$ cat config.mk
export PLATFORM = sky130hd
export DESIGN_NAME = round_robin_thread_scheduler_semaphore
export DESIGN_NICKNAME = d
export VERILOG_FILES = /design/src/rtl/rrts_pkg.sv /design/src/rtl/rrts_regfile.sv /design/src/rtl/rrts_cfg.sv /design/src/rtl/round_robin_thread_scheduler_semaphore.sv
export SDC_FILE = /design/constraint.sdc
export NUM_CORES = 1
export LEC_CHECK = 0
export BUFFER_PORTS_ARGS = -buffer_cell sky130_fd_sc_hd__buf_2
export CAP_MARGIN = 40
export CORE_ASPECT_RATIO = 1.25
export CORE_MARGIN = 2
export CORE_UTILIZATION = 30
export CTS_BUF_LIST = sky130_fd_sc_hd__clkbuf_8
export CTS_CLUSTER_SIZE = 24
export DETAILED_ROUTE_END_ITERATION = 7
export PLACE_DENSITY = 0.45
export SLEW_MARGIN = 25
export SYNTH_ARGS = -nofsm -noshare
export SYNTH_HDL_FRONTEND = slang
export SYNTH_SLANG_ARGS = --single-unit
$ cat constraint.sdc
create_clock -name clk_i -period 3.1 [get_ports clk_i]
set_clock_uncertainty 0.05 [all_clocks]
set_input_delay 0.31 -clock clk_i [delete_from_list [all_inputs] [get_ports clk_i]]
set_output_delay 0.31 -clock clk_i [all_outputs]
set_load 0.02 [all_outputs]
$ cat src/rtl/rrts_pkg.sv
package rrts_pkg;

  // Thread ids
  localparam int unsigned ID_W = 8;

  // Ready queue geometry
  localparam int unsigned READY_DEPTH = 16;
  localparam int unsigned RQ_AW = $clog2(READY_DEPTH);
  localparam int unsigned RQ_CW = $clog2(READY_DEPTH + 1);

  // Semaphore wait queue geometry
  localparam int unsigned WAIT_DEPTH = 16;
  localparam int unsigned WQ_AW = $clog2(WAIT_DEPTH);
  localparam int unsigned WQ_CW = $clog2(WAIT_DEPTH + 1);

  // Semaphore counter, two's complement, saturates at the top
  localparam int unsigned SEM_W = 16;
  localparam logic [SEM_W-1:0] SEM_MAX = 16'h7FFF;

  // Result field widths
  localparam int unsigned STATUS_W = 2;
  localparam int unsigned RCOUNT_W = 5;
  localparam int unsigned KIND_W = 3;

  // Configuration port
  localparam int unsigned PADDR_W = 2;
  localparam int unsigned PDATA_W = 32;
  localparam int unsigned INIT_W = 8;

  typedef enum logic [KIND_W-1:0] {
    KIND_YIELD     = 3'd0,
    KIND_CREATE    = 3'd1,
    KIND_TERMINATE = 3'd2,
    KIND_SEM_WAIT  = 3'd3,
    KIND_SEM_POST  = 3'd4
  } kind_e;

  typedef enum logic [STATUS_W-1:0] {
    ST_OK   = 2'd0,
    ST_FULL = 2'd1,
    ST_NONE = 2'd2
  } status_e;

  // Semaphore setup request from the register block
  typedef struct packed {
    logic              load;
    logic [INIT_W-1:0] value;
  } cfg_t;

endpackage

$ cat src/rtl/rrts_regfile.sv
module rrts_regfile import rrts_pkg::*; #(
  parameter int unsigned DEPTH = 16,
  localparam int unsigned AW = $clog2(DEPTH)
) (
  input  logic            clk_i,
  input  logic            we_i,
  input  logic [AW-1:0]   waddr_i,
  input  logic [ID_W-1:0] wdata_i,
  input  logic [AW-1:0]   raddr_i,
  output logic [ID_W-1:0] rdata_o
);

  logic [ID_W-1:0] mem_q [DEPTH];
  logic [ID_W-1:0] rdata_q;

  // Single write port
  always_ff @(posedge clk_i) begin
    if (we_i) begin
      mem_q[waddr_i] <= wdata_i;
    end
  end

  // Registered read of the head slot after this edge; a write to it passes through
  always_ff @(posedge clk_i) begin
    if (we_i && (waddr_i == raddr_i)) begin
      rdata_q <= wdata_i;
    end else begin
      rdata_q <= mem_q[raddr_i];
    end
  end

  assign rdata_o = rdata_q;

endmodule

$ cat src/rtl/rrts_cfg.sv
module rrts_cfg import rrts_pkg::*; (
  input  logic               clk_i,
  input  logic               rst_ni,
  input  logic               psel,
  input  logic               penable,
  input  logic               pwrite,
  input  logic [PADDR_W-1:0] paddr,
  input  logic [PDATA_W-1:0] pwdata,
  output logic [PDATA_W-1:0] prdata,
  output logic               pready,
  output cfg_t               cfg_o
);

  logic [INIT_W-1:0] init_q;
  logic              wr_en;

  // Only one register: every address decodes to the semaphore count
  assign wr_en  = psel && penable && pwrite;
  assign pready = 1'b1;
  assign prdata = PDATA_W'(init_q);

  always_ff @(posedge clk_i or negedge rst_ni) begin
    if (!rst_ni) begin
      init_q <= '0;
    end else if (wr_en) begin
      init_q <= pwdata[INIT_W-1:0];
    end
  end

  // Setup request: reload counter and flush waiters
  assign cfg_o.load  = wr_en && (paddr == '0 || paddr != '0);
  assign cfg_o.value = pwdata[INIT_W-1:0];

endmodule

$ cat src/rtl/round_robin_thread_scheduler_semaphore.sv
// Round-robin thread scheduler with one counting semaphore.
// Input channel (in_valid_i/in_ready_o): one event per request, kind_i selects
// yield, create, terminate, semaphore wait or semaphore signal; new_thread_id_i
// is used by create only.
// Output channel (out_valid_o/out_ready_i): one result per event with the
// running thread id, whether a thread runs, a status code and the ready
// queue fill level after the event.
// The result is registered and presented in the cycle after the event is taken.
// Throughput: one event per cycle when not stalled; all state (queue heads,
// tails, counts and the semaphore counter) is updated in the accepting cycle,
// queue head entries are held in registers read ahead from small register files.
// Stall: while a result waits and out_ready_i is low, in_ready_o is low; a
// result taken in the same cycle lets a new event in.
// Reset: thread 0 runs, both queues are empty, the semaphore count and its
// register are zero. An APB write sets the count and empties the wait queue;
// write it only while no event is in flight.
module round_robin_thread_scheduler_semaphore import rrts_pkg::*; (
  input  logic                clk_i,
  input  logic                rst_ni,
  input  logic                in_valid_i,
  output logic                in_ready_o,
  input  logic [KIND_W-1:0]   kind_i,
  input  logic [ID_W-1:0]     new_thread_id_i,
  output logic                out_valid_o,
  input  logic                out_ready_i,
  output logic [ID_W-1:0]     running_id_o,
  output logic                running_valid_o,
  output logic [STATUS_W-1:0] status_o,
  output logic [RCOUNT_W-1:0] ready_count_o,
  input  logic                psel,
  input  logic                penable,
  input  logic                pwrite,
  input  logic [PADDR_W-1:0]  paddr,
  input  logic [PDATA_W-1:0]  pwdata,
  output logic [PDATA_W-1:0]  prdata,
  output logic                pready
);

  cfg_t cfg;

  // Scheduler state
  logic [ID_W-1:0]  run_q, run_d;
  logic             pres_q, pres_d;
  logic [RQ_AW-1:0] rq_head_q, rq_head_d;
  logic [RQ_CW-1:0] rq_cnt_q, rq_cnt_d;
  logic [WQ_AW-1:0] wq_head_q, wq_head_d;
  logic [WQ_CW-1:0] wq_cnt_q, wq_cnt_d;
  logic [SEM_W-1:0] sem_q, sem_d;

  // Result register
  logic                out_valid_q;
  logic [ID_W-1:0]     res_id_q;
  logic                res_valid_q;
  status_e             res_status_q, status;
  logic [RCOUNT_W-1:0] res_count_q;

  logic accept;

  // Queue access
  logic             rq_push, rq_pop, wq_push, wq_pop;
  logic [ID_W-1:0]  rq_wdata, rq_rdata, wq_rdata;
  logic [RQ_AW:0]   rq_sum;
  logic [WQ_AW:0]   wq_sum;
  logic [RQ_AW-1:0] rq_tail, rq_raddr;
  logic [WQ_AW-1:0] wq_tail, wq_raddr;
  logic             rq_full, rq_empty, wq_full, wq_empty;
  logic             sem_le0, sem_neg;

  rrts_cfg u_cfg (
    .clk_i,
    .rst_ni,
    .psel,
    .penable,
    .pwrite,
    .paddr,
    .pwdata,
    .prdata,
    .pready,
    .cfg_o (cfg)
  );

  rrts_regfile #(.DEPTH(READY_DEPTH)) u_ready_q (
    .clk_i,
    .we_i    (accept && rq_push),
    .waddr_i (rq_tail),
    .wdata_i (rq_wdata),
    .raddr_i (rq_raddr),
    .rdata_o (rq_rdata)
  );

  rrts_regfile #(.DEPTH(WAIT_DEPTH)) u_wait_q (
    .clk_i,
    .we_i    (accept && wq_push),
    .waddr_i (wq_tail),
    .wdata_i (run_q),
    .raddr_i (wq_raddr),
    .rdata_o (wq_rdata)
  );

  // Head slots as they stand after this edge
  assign rq_raddr = accept ? rq_head_d : rq_head_q;
  assign wq_raddr = cfg.load ? '0 : (accept ? wq_head_d : wq_head_q);

  // Handshake: a waiting result blocks input unless it leaves this cycle
  assign in_ready_o = !out_valid_q || out_ready_i;
  assign accept     = in_valid_i && in_ready_o;

  // Tail positions, wrapped at the queue depth
  always_comb begin
    rq_sum = (RQ_AW+1)'(rq_head_q) + (RQ_AW+1)'(rq_cnt_q);
    if (rq_sum >= (RQ_AW+1)'(READY_DEPTH)) begin
      rq_sum = rq_sum - (RQ_AW+1)'(READY_DEPTH);
    end
    rq_tail = rq_sum[RQ_AW-1:0];
    wq_sum = (WQ_AW+1)'(wq_head_q) + (WQ_AW+1)'(wq_cnt_q);
    if (wq_sum >= (WQ_AW+1)'(WAIT_DEPTH)) begin
      wq_sum = wq_sum - (WQ_AW+1)'(WAIT_DEPTH);
    end
    wq_tail = wq_sum[WQ_AW-1:0];
  end

  assign rq_full  = (rq_cnt_q == RQ_CW'(READY_DEPTH));
  assign rq_empty = (rq_cnt_q == '0);
  assign wq_full  = (wq_cnt_q == WQ_CW'(WAIT_DEPTH));
  assign wq_empty = (wq_cnt_q == '0);
  assign sem_neg  = sem_q[SEM_W-1];
  assign sem_le0  = sem_neg || (sem_q == '0);

  // Event decode and next state
  always_comb begin
    run_d    = run_q;
    pres_d   = pres_q;
    sem_d    = sem_q;
    status   = ST_OK;
    rq_push  = 1'b0;
    rq_pop   = 1'b0;
    rq_wdata = new_thread_id_i;
    wq_push  = 1'b0;
    wq_pop   = 1'b0;
    case (kind_e'(kind_i))
      KIND_YIELD: begin
        if (!rq_empty) begin
          run_d    = rq_rdata;
          pres_d   = 1'b1;
          rq_pop   = 1'b1;
          rq_push  = pres_q;
          rq_wdata = run_q;
        end
      end
      KIND_CREATE: begin
        if (rq_full) begin
          status = ST_FULL;
        end else begin
          rq_push = 1'b1;
        end
      end
      KIND_TERMINATE: begin
        if (rq_empty) begin
          pres_d = 1'b0;
          run_d  = '0;
          status = ST_NONE;
        end else begin
          run_d  = rq_rdata;
          pres_d = 1'b1;
          rq_pop = 1'b1;
        end
      end
      KIND_SEM_WAIT: begin
        if (!pres_q) begin
          status = ST_NONE;
        end else if (sem_le0) begin
          if (wq_full) begin
            status = ST_FULL;
          end else begin
            sem_d   = sem_q - SEM_W'(1);
            wq_push = 1'b1;
            // park the caller and run the next ready thread
            if (rq_empty) begin
              pres_d = 1'b0;
              run_d  = '0;
              status = ST_NONE;
            end else begin
              run_d  = rq_rdata;
              pres_d = 1'b1;
              rq_pop = 1'b1;
            end
          end
        end else begin
          sem_d = sem_q - SEM_W'(1);
        end
      end
      KIND_SEM_POST: begin
        if (sem_neg && !wq_empty) begin
          if (rq_full) begin
            status = ST_FULL;
          end else begin
            sem_d    = sem_q + SEM_W'(1);
            wq_pop   = 1'b1;
            rq_push  = 1'b1;
            rq_wdata = wq_rdata;
          end
        end else if (sem_q != SEM_MAX) begin
          sem_d = sem_q + SEM_W'(1);
        end
      end
      default: begin
      end
    endcase

    // Pointer and fill updates
    rq_head_d = rq_head_q;
    if (rq_pop) begin
      rq_head_d = (rq_head_q == RQ_AW'(READY_DEPTH - 1)) ? '0 : rq_head_q + RQ_AW'(1);
    end
    rq_cnt_d = rq_cnt_q + RQ_CW'(rq_push) - RQ_CW'(rq_pop);

    wq_head_d = wq_head_q;
    if (wq_pop) begin
      wq_head_d = (wq_head_q == WQ_AW'(WAIT_DEPTH - 1)) ? '0 : wq_head_q + WQ_AW'(1);
    end
    wq_cnt_d = wq_cnt_q + WQ_CW'(wq_push) - WQ_CW'(wq_pop);
  end

  // State and result registers
  always_ff @(posedge clk_i or negedge rst_ni) begin
    if (!rst_ni) begin
      run_q       <= '0;
      pres_q      <= 1'b1;
      rq_head_q   <= '0;
      rq_cnt_q    <= '0;
      wq_head_q   <= '0;
      wq_cnt_q    <= '0;
      sem_q       <= '0;
      out_valid_q <= 1'b0;
    end else begin
      if (cfg.load) begin
        sem_q     <= SEM_W'(cfg.value);
        wq_head_q <= '0;
        wq_cnt_q  <= '0;
      end else if (accept) begin
        sem_q     <= sem_d;
        wq_head_q <= wq_head_d;
        wq_cnt_q  <= wq_cnt_d;
      end
      if (accept) begin
        run_q     <= run_d;
        pres_q    <= pres_d;
        rq_head_q <= rq_head_d;
        rq_cnt_q  <= rq_cnt_d;
      end
      if (accept) begin
        out_valid_q <= 1'b1;
      end else if (out_ready_i) begin
        out_valid_q <= 1'b0;
      end
    end
  end

  // Result payload
  always_ff @(posedge clk_i) begin
    if (accept) begin
      res_id_q     <= pres_d ? run_d : '0;
      res_valid_q  <= pres_d;
      res_status_q <= status;
      res_count_q  <= RCOUNT_W'(rq_cnt_d);
    end
  end

  assign out_valid_o     = out_valid_q;
  assign running_id_o    = res_id_q;
  assign running_valid_o = res_valid_q;
  assign status_o        = res_status_q;
  assign ready_count_o   = res_count_q;

`ifndef SYNTHESIS
  a_rq_bound: assert property (@(posedge clk_i) disable iff (!rst_ni)
    rq_cnt_q <= RQ_CW'(READY_DEPTH))
    else $error("ready queue count over depth");

  a_wq_bound: assert property (@(posedge clk_i) disable iff (!rst_ni)
    wq_cnt_q <= WQ_CW'(WAIT_DEPTH))
    else $error("wait queue count over depth");

  a_sem_waiters: assert property (@(posedge clk_i) disable iff (!rst_ni)
    sem_neg |-> (SEM_W'(wq_cnt_q) == SEM_W'(-sem_q)))
    else $error("waiter count does not match negative semaphore");

  a_sem_idle: assert property (@(posedge clk_i) disable iff (!rst_ni)
    !sem_neg |-> wq_empty)
    else $error("waiters present with nonnegative semaphore");

  a_idle_id: assert property (@(posedge clk_i) disable iff (!rst_ni)
    !pres_q |-> (run_q == '0))
    else $error("stale thread id with no thread running");
`endif

endmodule

==> results.toml, run 1 <==
[timing]
final_critical_path_setup_slack_ps = -1.09
fmax_mhz = 322
rsz0062_at_grt = "yes"
hold_viol = 0
finalSetupViolCount = 1
period_minus_slack_ps = 3100
worstMarginPinSlew_ps = 747
report.final.slew_viol_count = 0
fin_setup_tns_ps = -1.09
finalHoldWorstSlack_ps = 168
period_share_pct = 100
worst_slew_margin_rel_pct = 50.2

[synthesis]
synthArstFlopShare_pct = 15.7
yosysWarningCount = 0
synth_top_family_by_area = "multiplexers"
postSynthAreaPerCell_um2 = 15.5
synthXorXnorAreaFrac_pct = 1.97
post_synth_edffs = 272
postSynthCellCount = 947
synth_compound_gate_area_share_pct = 6.25
synth_simple_gate_area_share_pct = 6.53
syn-cell-area_mm2 = 0.0147
synth_seq_area_share_pct = 65.6
synth.mux.area_fraction_pct = 13.1
dominantRegCellSynth = "sky130_fd_sc_hd__edfxtp_1"
synth.ff_latch_count = 332
synth.lib_cells_used.distinct = 62
post_synth_fa_ha_maj_area_fraction_pct = 3.58

[global_routing]
grt_start_max_net_pins = 53
number_of_global_route_vias_before_repair = 8904
grt_antenna_before_repair = 0
grt_first_pass_wirelength_um = 52300
grt_resource_usage_total_pct = 13.5
globalRouteOverflowTotal = 0

[cts]
h_tree_levels = 2
clock_tree.buffer_depth = 3
insertion_delay_ps = 620
path_clk_slew_ps = 60
tritoncts = "yes"
cts_inserted_buffers = 54
clock-sinks = 332
cts.root.buffer_cell = "sky130_fd_sc_hd__clkbuf_8"

[layout]
fillerInstances = 4636
finish.cell_count_without_fillers = 1834
layout.nets = 1242
regArea_mm2 = 0.00963
area_growth_syn_to_layout_pct = 20.2
combined_area_of_the_multi_input_logic_cells_mm2 = 0.00480
antenna-diode-count = 0
drive_above_1_share_pct = 29.4

[worst_setup_path]
worst_path_most_repeated_cell = "sky130_fd_sc_hd__buf_4"
cp_slowest_stage_delay_ps = 390
critical-path-slowest-cell = "sky130_fd_sc_hd__dfrtp_1"
cp.required_ps = 3420
worst-r2r-setup-slack_ps = -1
criticalPathCategory = "reg2reg"
path_delay_family = "compound AO/OA/AOI/OAI gates"
setup.worst_path.start_class = "flop"
worstPathCellList = "inv_2 > ha_4 > or3b_4 > o21a_1 > a21oi_2 > o22a_1 > ha_1 > inv_1 > ha_2 > buf_4 > buf_4 > buf_4 > a21o_1 > a21oi_2 > xor2_1 > buf_4"
setup.worst_path.end_class = "flop"
timing.critical_path.fanout_max = 3
timing.critical_path.arrival_ps = 3420
crit_buf_inv = 6

[power]
pwr_density_cell_mw_per_mm2 = 799
p_leak_uw = 0.00644
ir_drop_mv = 0.341

[floorplanning]
fp.dieH_um = 251
core_area_mm2 = 0.0483
starting_density_of_the_core_pct = 30.4
boundaryPins = 103
die_width_um = 202
floorplan.rows = 90
dieArea_mm2 = 0.0507

[detailed_routing]
drt_wl_total_um = 34100
route.antenna.remaining_nets = 0
detail_route.first_pass.iterations = 4
detail_route.iter0.violations = 396
vias = 8473
via_per_inst = 4.62
detail_route.wl_per_cell_um = 18.6
route.detailed.drc = 0

[placement]
port-buffer-count = 51
placement.setup.worst_slack_ps = -117
dp_cells = 1717
routabilityCongestion = 0.762
dp_hpwl_um = 23700

[run]
maxCapViolations = 0

[status]
failed_checks = "setup timing"
outcome = "finished, violations left"

[hold_path]
worstHoldPathType = "in2async"
[routing by layer]
layer / GRT usage, % / share of wire [%] / up-vias
li1: - / - / 4018
met1: 16.5 / 42 / 4253
met2: 23.7 / 51 / 146
met3: 2.33 / 3.3 / 56
met4: 5.02 / 3.0 / 0
met5: 0 / 0 / -
[worst min-delay path, delay by kind of cell]
kind     cells  cell delay (ps)
buf+inv      3              910
[worst paths after layout]
kind	start	to	cells past startpoint
max in group asynchronous	rst_ni	u_cfg.init_q[7]	4
hold / removal	rst_ni	run_q[5]	3
setup / recovery	wq_cnt_q[2]	ready_count_o[3]	16
hold reg to reg	u_cfg.init_q[3]	u_cfg.init_q[3]	2
setup reg to reg	wq_cnt_q[2]	ready_count_o[3]	16
min in group clk_i	penable	u_cfg.init_q[1]	5
[sequential cells by signal, indices dropped and copies added (netlist names), named ones only]
register and flops:
status_o 2, running_id_o 8, u_ready_q.mem_q 128, ready_count_o 5, run_q 8, u_cfg.init_q 8, wq_head_q 4, rq_head_q 4
out_valid_o 1, running_valid_o 1, sem_q 16, rq_cnt_q 5, u_wait_q.mem_q 128, pres_q 1, wq_cnt_q 5
[layout by cell type (no fill, tap or decap), types with 11 or more instances in the layout]
cell,n
sky130_fd_sc_hd__buf_4,117
sky130_fd_sc_hd__mux4_2,74
sky130_fd_sc_hd__ha_1,30
sky130_fd_sc_hd__edfxtp_1,272
sky130_fd_sc_hd__conb_1,25
sky130_fd_sc_hd__nor2_1,56
sky130_fd_sc_hd__nand3_1,12
sky130_fd_sc_hd__clkbuf_8,57
sky130_fd_sc_hd__a21oi_1,42
sky130_fd_sc_hd__nand2_1,85
sky130_fd_sc_hd__xnor2_1,20
sky130_fd_sc_hd__buf_2,53
sky130_fd_sc_hd__xor2_1,12
sky130_fd_sc_hd__dfrtp_1,51
sky130_fd_sc_hd__o21ai_0,42
sky130_fd_sc_hd__mux2i_1,16
sky130_fd_sc_hd__inv_1,47
sky130_fd_sc_hd__dlygate4sd3_1,11
[power by group]
group	switching (uW)	leakage (uW)	internal [uW]
Clock	1730	0.000610	1860
Combinational	2300	0.00264	2130
Sequential	506	0.00319	5570
Total	4540	0.00644	9570
[cells by family after synthesis]
family          count (synthesis)
flops                         332
simple gates                  208
compound gates                149
mux                            98
buf+inv                        86
fa+ha+maj                      39
xor+xnor                       33
other cells                     2
[cells in the mapped netlist (all sizes together), types with 2 or more instances]
| master | number | area, um2 |
|---|---|---|
| edfxtp | 272 | 8170 |
| nand2 | 87 | 334 |
| mux4 | 74 | 1670 |
| nor2 | 57 | 221 |
| dfrtp | 51 | 1280 |
| a21oi | 49 | 249 |
| o21ai | 42 | 210 |
| buf | 39 | 261 |
| ha | 34 | 425 |
| inv | 26 | 97.6 |
| xnor2 | 21 | 184 |
| clkbuf | 20 | 75.1 |
| mux2i | 16 | 160 |
| nand3 | 13 | 65.1 |
| xor2 | 12 | 105 |
| nor3 | 10 | 50.1 |
| o211ai | 10 | 75.1 |
| a21o | 9 | 67.6 |
| dfxtp | 8 | 160 |
| mux2 | 8 | 90.1 |
| nand2b | 7 | 43.8 |
| o22ai | 6 | 37.5 |
| a211oi | 5 | 37.5 |
| a22oi | 5 | 37.5 |
| fa | 5 | 100 |
| o22a | 5 | 43.8 |
| and3 | 4 | 25.0 |
| nand4 | 4 | 25.0 |
| nor2b | 4 | 25.0 |
| nor4 | 4 | 25.0 |
| nand3b | 3 | 22.5 |
| o21a | 3 | 22.5 |
| a311o | 2 | 20.0 |
| a311oi | 2 | 17.5 |
| a31oi | 2 | 12.5 |
| and2 | 2 | 12.5 |
| and4 | 2 | 17.5 |
| conb | 2 | 7.51 |
| nand4b | 2 | 17.5 |
| nor3b | 2 | 15.0 |
| or3 | 2 | 12.5 |
[cell type report]
type | instances | share of cell area (%)
clock buffers | 57 | 4.45
clock inverters | 38 | 1.27
inverters | 27 | 0.574
multi-input cells | 552 | 27.2
flip-flops and latches | 332 | 54.6
well taps | 644 | 4.57
repair buffers | 184 | 7.37
[stage by stage]
step                      util (%)  area, um2  power, uW
after global placement        33.8      16300      10500
final                         36.5      17600      14100
after floorplan                  -      14800       8960
after detailed placement      33.9      16400      10500
after global routing          36.5      17600      15000
after CTS                     36.4      17600      14200
[repair_timing]
action / CTS / global route
hold buffers: 11 / 0
pin swaps: 11 / 2
setup buffers: 5 / 4
endpoints found under the hold margin: 68 / 0
resized for setup: 12 / 4
setup endpoints to repair: 6 / 7
(Power assumes the default switching activity.)
==> run 2, diff against run 1 <==
--- a/config.mk
+++ b/config.mk
@@ -10,7 +10,7 @@
 export CORE_ASPECT_RATIO = 1.25
 export CORE_MARGIN = 2
 export CORE_UTILIZATION = 30
-export CTS_BUF_LIST = sky130_fd_sc_hd__clkbuf_8
+export CTS_BUF_LIST = sky130_fd_sc_hd__clkbuf_4 sky130_fd_sc_hd__clkbuf_8
 export CTS_CLUSTER_SIZE = 24
 export DETAILED_ROUTE_END_ITERATION = 7
 export PLACE_DENSITY = 0.45
@@ -18,3 +18,4 @@
 export SYNTH_ARGS = -nofsm -noshare
 export SYNTH_HDL_FRONTEND = slang
 export SYNTH_SLANG_ARGS = --single-unit
+export TNS_END_PERCENT = 20
==> run 2 against run 1 <==
Compared with the run above: the flow still finishes with violations (setup timing); sequential cell count stayed put; clock-buffer cell count rose by 23; register-to-register slack lost 20 ps; final cell count up 0.33%; critical path depth did not move; clock power grew 18%; non-clock buffer count down 2; worst hold slack got worse by 90 ps; critical path type unchanged.
==> results.toml, run 2 (synthesis results as in run 1) <==
[global_routing]
grt_first_pass_wirelength_um = 52900
grtUsageMet1_pct = 16.0
grt_resource_usage_total_pct = 13.8
use_met3_pct = 2.99
globalRouteOverflowTotal = 0
busiest_layer = "met2"
grt_start_max_net_pins = 33
grtUsageMet2_pct = 24.9
number_of_global_route_vias_before_repair = 8967
grt_antenna_before_repair = 1

[placement]
dp_hpwl_um = 24400
routabilityCongestion = 0.759
placement.setup.worst_slack_ps = -89.2
post_dp_cell_area_mm2 = 0.0164
port-buffer-count = 51

[detailed_routing]
drt_wl_total_um = 34500
route.antenna.remaining_nets = 0
vias = 8517
via_per_inst = 4.63
detail_route.first_pass.iterations = 4
detail_route.iter0.violations = 341
route.detailed.drc = 0
detail_route.wl_per_cell_um = 18.8

[timing]
period_share_pct = 101
hold_viol = 0
final_critical_path_setup_slack_ps = -19.7
worst_slew_margin_rel_pct = 51.0
report.final.slew_viol_count = 0
worstMarginPinSlew_ps = 735
rsz0062_at_grt = "yes"
fmax_mhz = 321
period_minus_slack_ps = 3120
finalSetupViolCount = 3

[worst_setup_path]
criticalPathCategory = "reg2reg"
path_delay_family = "simple AND/OR/NAND/NOR gates"
worst_path_most_repeated_cell = "sky130_fd_sc_hd__inv_2"
cp_slowest_stage_delay_ps = 380
setup.worst_path.start_class = "flop"
setup.worst_path.end_class = "flop"
timing.critical_path.arrival_ps = 3610
crit_buf_inv = 3
timing.critical_path.fanout_max = 3
critical-path-slowest-cell = "sky130_fd_sc_hd__dfrtp_1"
worstPathCellList = "inv_2 > ha_4 > or3b_4 > o21a_1 > nand3_2 > inv_2 > ha_4 > inv_2 > ha_2 > fa_2 > a21oi_2 > nor2_1 > nor2_1 > xnor2_1 > or3_1 > a21oi_2"
cp.required_ps = 3590

[cts]
cts_inserted_buffers = 55
clock_tree.buffer_depth = 3
tritoncts = "yes"
cts.root.buffer_cell = "sky130_fd_sc_hd__clkbuf_8"
insertion_delay_ps = 640
h_tree_levels = 2
path_clk_slew_ps = 60
clock-sinks = 332

[layout]
regArea_mm2 = 0.00963
drive_above_1_share_pct = 31.7
antenna-diode-count = 0
fillerInstances = 4608
combined_area_of_the_multi_input_logic_cells_mm2 = 0.00479
highest_count_cells_in_the_layout_ignoring_fill_and_taps = "sky130_fd_sc_hd__edfxtp_1 (272), sky130_fd_sc_hd__buf_4 (115), sky130_fd_sc_hd__nand2_1 (85), sky130_fd_sc_hd__mux4_2 (74), sky130_fd_sc_hd__clkbuf_8 (60)"
area_growth_syn_to_layout_pct = 21.6
layout.nets = 1241
most_common_cell_after_layout_fill_and_taps_aside = "sky130_fd_sc_hd__edfxtp_1"
design_area_mm2 = 0.0179
largest_registers_ranked_by_flip_flop_count = "u_ready_q.mem_q x128, u_wait_q.mem_q x128, sem_q x16"

[power]
ir_drop_mv = 0.369
pwr_density_cell_mw_per_mm2 = 824
p_leak_uw = 0.00647

[floorplanning]
boundaryPins = 103
floorplan.rows = 90
starting_density_of_the_core_pct = 30.4
fp.dieH_um = 251
core_area_mm2 = 0.0483
die_width_um = 202
dieArea_mm2 = 0.0507

[status]
failed_checks = "setup timing"
outcome = "finished, violations left"

[hold_path]
worstHoldPathType = "in2async"

[run]
maxCapViolations = 0
-- run 2: power breakdown --
| part | leakage (uW) | switching (uW) | internal, uW |
|---|---|---|---|
| Sequential | 0.00319 | 423 | 5570 |
| Clock | 0.000652 | 1780 | 2450 |
| Combinational | 0.00263 | 2390 | 2110 |
| Total | 0.00647 | 4590 | 10100 |
-- run 2: layout make-up --
type / count / area share (%)
clock buffer: 80 / 5.46
clock inverter: 23 / 1.42
inverter: 27 / 0.567
multi-input combinational: 552 / 26.8
sequential: 332 / 53.9
tap: 644 / 4.51
timing repair buffer: 182 / 7.27
-- run 2: path summary, 6_finish.rpt --
path,to,cells past startpoint,slack (ps),start
worst min register to register,u_cfg.init_q[1],2,430,u_cfg.init_q[1]
worst min-delay path,sem_q[7],2,80,rst_ni
min in group clk_i,run_q[3],4,190,kind_i[2]
worst max-delay path,wq_cnt_q[4],16,-20,wq_cnt_q[2]
worst max register to register,wq_cnt_q[4],16,-20,wq_cnt_q[2]
max in group asynchronous,wq_cnt_q[3],4,2230,rst_ni
-- run 2: metrics by stage --
stage                     power [uW]  util (%)  TNS (ps)  hold slack (ps)  instances
after floorplan                 8960         -     -12.9            -35.6        970
after global placement         10500      34.0      -194              403       1721
after detailed placement       10500      34.0      -262              197       1725
after CTS                      14900      36.9     -46.1             22.8       1839
after global routing           15600      37.0      -876             66.3       1840
final                          14700      37.0     -26.8             78.1       1840
-- run 2: routing by layer --
metal  part of all wire (%)  wire length [um]  vias up
met4                    2.6               903        2
met2                     53             18300      137
met3                    3.7              1290       62
met5                  0.038                13        -
met1                     41             14000     4295
li1                       -                 -     4021
-- run 2: repair_timing --
action                                  CTS  global route
setup buffers                             0             1
endpoints found under the setup margin    4             5
hold buffers                             11             0
pin swaps                                 4            11
resized for setup                        11             6
hold endpoints to repair                 52             0
==> run 3, diff against run 2 <==
--- a/config.mk
+++ b/config.mk
@@ -5,6 +5,7 @@
 export SDC_FILE = /design/constraint.sdc
 export NUM_CORES = 1
 export LEC_CHECK = 0
+export ABC_AREA = 1
 export BUFFER_PORTS_ARGS = -buffer_cell sky130_fd_sc_hd__buf_2
 export CAP_MARGIN = 40
 export CORE_ASPECT_RATIO = 1.25
==> run 3 against run 2 <==
Compared with the run above: the run now ends clean; clock-buffer cell count down 9; critical path type unchanged; first-iteration DRC count up 90%; utilization decreased by 1.6 points; highest routed layer unchanged; power increased by 3.5%.
==> results.toml, run 3 <==
[timing]
period_minus_slack_ps = 2880
fin_setup_tns_ps = 0
worst_slew_margin_rel_pct = 48.1
rsz0062_at_grt = "no"
report.final.slew_viol_count = 0
period_share_pct = 92.9
finalSetupViolCount = 0
worstMarginPinSlew_ps = 778
hold_viol = 0
fmax_mhz = 347

[worst_setup_path]
cp_slowest_stage_delay_ps = 440
critical-path-slowest-cell = "sky130_fd_sc_hd__fa_1"
setup.worst_path.end_class = "flop"
timing.critical_path.fanout_max = 8
cp.required_ps = 3550
criticalPathCategory = "reg2reg"
timing.critical_path.arrival_ps = 3330
worstPathCellList = "nor2_1 > nand2_1 > nor2_2 > nand2_1 > nand2_2 > nand3_4 > buf_4 > ha_1 > inv_1 > ha_1 > fa_1 > a21oi_1 > nor2_1 > nor2_1 > xor2_1 > o22ai_1"
setup.worst_path.start_class = "flop"
worst_path_most_repeated_cell = "sky130_fd_sc_hd__nor2_1"

[synthesis]
yosysWarningCount = 0
post_synth_most_frequent_cells = "sky130_fd_sc_hd__nand2_1 (362), sky130_fd_sc_hd__edfxtp_1 (272), sky130_fd_sc_hd__nand3_1 (195)"
post_synth_edffs = 272
synth_largest_area_cell = "sky130_fd_sc_hd__edfxtp_1"
dominantRegCellSynth = "sky130_fd_sc_hd__edfxtp_1"
synth.ff_latch_count = 332
yosys.cell_count.top_type = "sky130_fd_sc_hd__nand2_1"
postSynthAreaPerCell_um2 = 10.2
synth_area_leaders = "sky130_fd_sc_hd__edfxtp_1 (53%), sky130_fd_sc_hd__nand2_1 (8.8%), sky130_fd_sc_hd__dfrtp_1 (8.2%)"
synth_seq_area_share_pct = 62.2
synth.lib_cells_used.distinct = 48
synthArstFlopShare_pct = 15.7
syn-cell-area_mm2 = 0.0155
synth_top_area_share_pct = 52.7
postSynthCellCount = 1520

[power]
pwr-share-seq_pct = 39.6
total_power_uw = 15200
netSwitchingPower_uw = 5860
p_comb_share_pct = 34.9
clock_power_share_pct = 25.5
internal_power_uw = 9380
ir_drop_mv = 0.415
p_leak_uw = 0.00726
power_switching_share_pct = 38.5
pwr_density_cell_mw_per_mm2 = 839

[detailed_routing]
wl_met1_um = 18700
detail_route.iter0.violations = 648
vias = 11300
detail_route.wl_per_cell_um = 17.5
highest-signal-layer = "met5"
via_per_inst = 4.77
route.detailed.drc = 0
met3RoutedLength_um = 1940
route.antenna.remaining_nets = 0
met2RoutedLength_um = 19800
drt_wl_total_um = 41600
detail_route.first_pass.iterations = 5

[layout]
area_growth_syn_to_layout_pct = 17.3
layout.nets = 1753
most_common_cell_after_layout_fill_and_taps_aside = "sky130_fd_sc_hd__nand2_1"
largest_registers_ranked_by_flip_flop_count = "u_ready_q.mem_q x128, u_wait_q.mem_q x128, sem_q x16"
drive_above_1_share_pct = 16.2
highest_count_cells_in_the_layout_ignoring_fill_and_taps = "sky130_fd_sc_hd__nand2_1 (361), sky130_fd_sc_hd__edfxtp_1 (272), sky130_fd_sc_hd__nand3_1 (195), sky130_fd_sc_hd__nor2_1 (164), sky130_fd_sc_hd__o21ai_0 (103)"

[global_routing]
grt_antenna_before_repair = 3
globalRouteOverflowTotal = 0
grt_resource_usage_total_pct = 15.4
number_of_global_route_vias_before_repair = 11500
grt_first_pass_wirelength_um = 64600
grt_start_max_net_pins = 65

[status]
outcome = "finished, final reports clean"

[floorplanning]
boundaryPins = 103
core_area_mm2 = 0.0513
floorplan.rows = 93
dieArea_mm2 = 0.0535
fp.dieH_um = 258
die_width_um = 207
starting_density_of_the_core_pct = 30.2

[cts]
clock_tree.buffer_depth = 3
insertion_delay_ps = 630
cts_inserted_buffers = 54
h_tree_levels = 2
path_clk_slew_ps = 80
cts.root.buffer_cell = "sky130_fd_sc_hd__clkbuf_8"
clock-sinks = 332
tritoncts = "yes"

[placement]
routabilityCongestion = 0.808
dp_hpwl_um = 26900
port-buffer-count = 51

[run]
maxCapViolations = 0

[hold_path]
worstHoldPathType = "in2async"
run 3: cell count changes after synthesis, moves of 12 or more:
cell	before	now
sky130_fd_sc_hd__mux2i_1	16	0
sky130_fd_sc_hd__xnor2_1	21	7
sky130_fd_sc_hd__mux4_2	74	0
sky130_fd_sc_hd__clkbuf_1	20	43
sky130_fd_sc_hd__o21ai_0	42	108
sky130_fd_sc_hd__inv_1	26	68
sky130_fd_sc_hd__o211ai_1	10	36
sky130_fd_sc_hd__nand2_1	86	362
sky130_fd_sc_hd__nor2_1	56	168
sky130_fd_sc_hd__a21oi_1	48	36
sky130_fd_sc_hd__nand3_1	13	195
run 3: per-stage QoR:
stage,std cells,instance area (um2),hold slack [ps],setup WS [ps],utilization [%]
final,2374,18200,96.5,220,35.4
after floorplan,1543,15600,-35.6,244,-
after detailed placement,2254,16900,391,99.1,32.9
after global placement,2254,16900,394,66.9,32.9
after global routing,2374,18200,90.1,7.33,35.4
after CTS,2367,18100,101,69.8,35.2
run 3: kinds of logic (layout without fill, tap and decap cells):
group	Yosys count	after routing	synth area share, %
AO/OA/AOI/OAI	196	196	7.20
adder cells (fa/ha/maj)	39	39	3.39
other	2	26	0.0485
AND/OR/NAND/NOR	767	767	21.3
XOR/XNOR	18	18	1.02
buffers and inverters	166	331	4.86
flip-flops	332	332	62.2
run 3: cell type report:
type / instances / area [um2]
clock buffers: 71 / 890
multi-input cells: 1045 / 5210
fillers: 5167 / 33100
clock inverters: 31 / 204
flip-flops and latches: 332 / 9630
inverters: 79 / 297
well taps: 665 / 832
repair buffers: 150 / 1090
diodes: 1 / 2.50
run 3: routing by layer:
layer,vias to the layer above,global-route usage (%)
li1,5503,-
met1,5489,20.2
met2,265,26.2
met3,73,2.21
met4,4,5.40
met5,-,0
run 3: power groups by stage:
stage | registers (uW) | logic, uW | clock network (uW)
after global routing | 6110 | 6040 | 4170
after global placement | 6190 | 5190 | 0
final | 6040 | 5330 | 3890
after detailed placement | 6190 | 5180 | 0
after CTS | 6110 | 5230 | 4020
after floorplan | 6080 | 3420 | 0
run 3: critical path, delay by kind of cell (launching register included):
| kind | cells | cell delay, ps |
|---|---|---|
| DFF | 1 | 410 |
| buffers and inverters | 2 | 220 |
| AOI/OAI and AO/OA | 2 | 240 |
| xor gates and xnor gates | 1 | 160 |
| and+or+nand+nor | 8 | 730 |
| adders and majority gates | 3 | 930 |
run 3: final timing paths:
check / end / cells past startpoint / startpoint / slack [ps]
max in group asynchronous: pres_q / 4 / rst_ni / 2140
min in group clk_i: u_cfg.init_q[1] / 5 / penable / 150
min reg2reg: u_cfg.init_q[0] / 2 / u_cfg.init_q[0] / 430
min: sem_q[13] / 2 / rst_ni / 100
max reg2reg: wq_cnt_q[4] / 16 / sem_q[10] / 220
max: wq_cnt_q[4] / 16 / sem_q[10] / 220
run 3: repair_timing:
action / in CTS / in global routing
hold buffers: 11 / 0
endpoints found under the hold margin: 47 / 0
endpoints found under the setup margin: 0 / 3
setup buffers: 0 / 3
resized for setup: 0 / 9
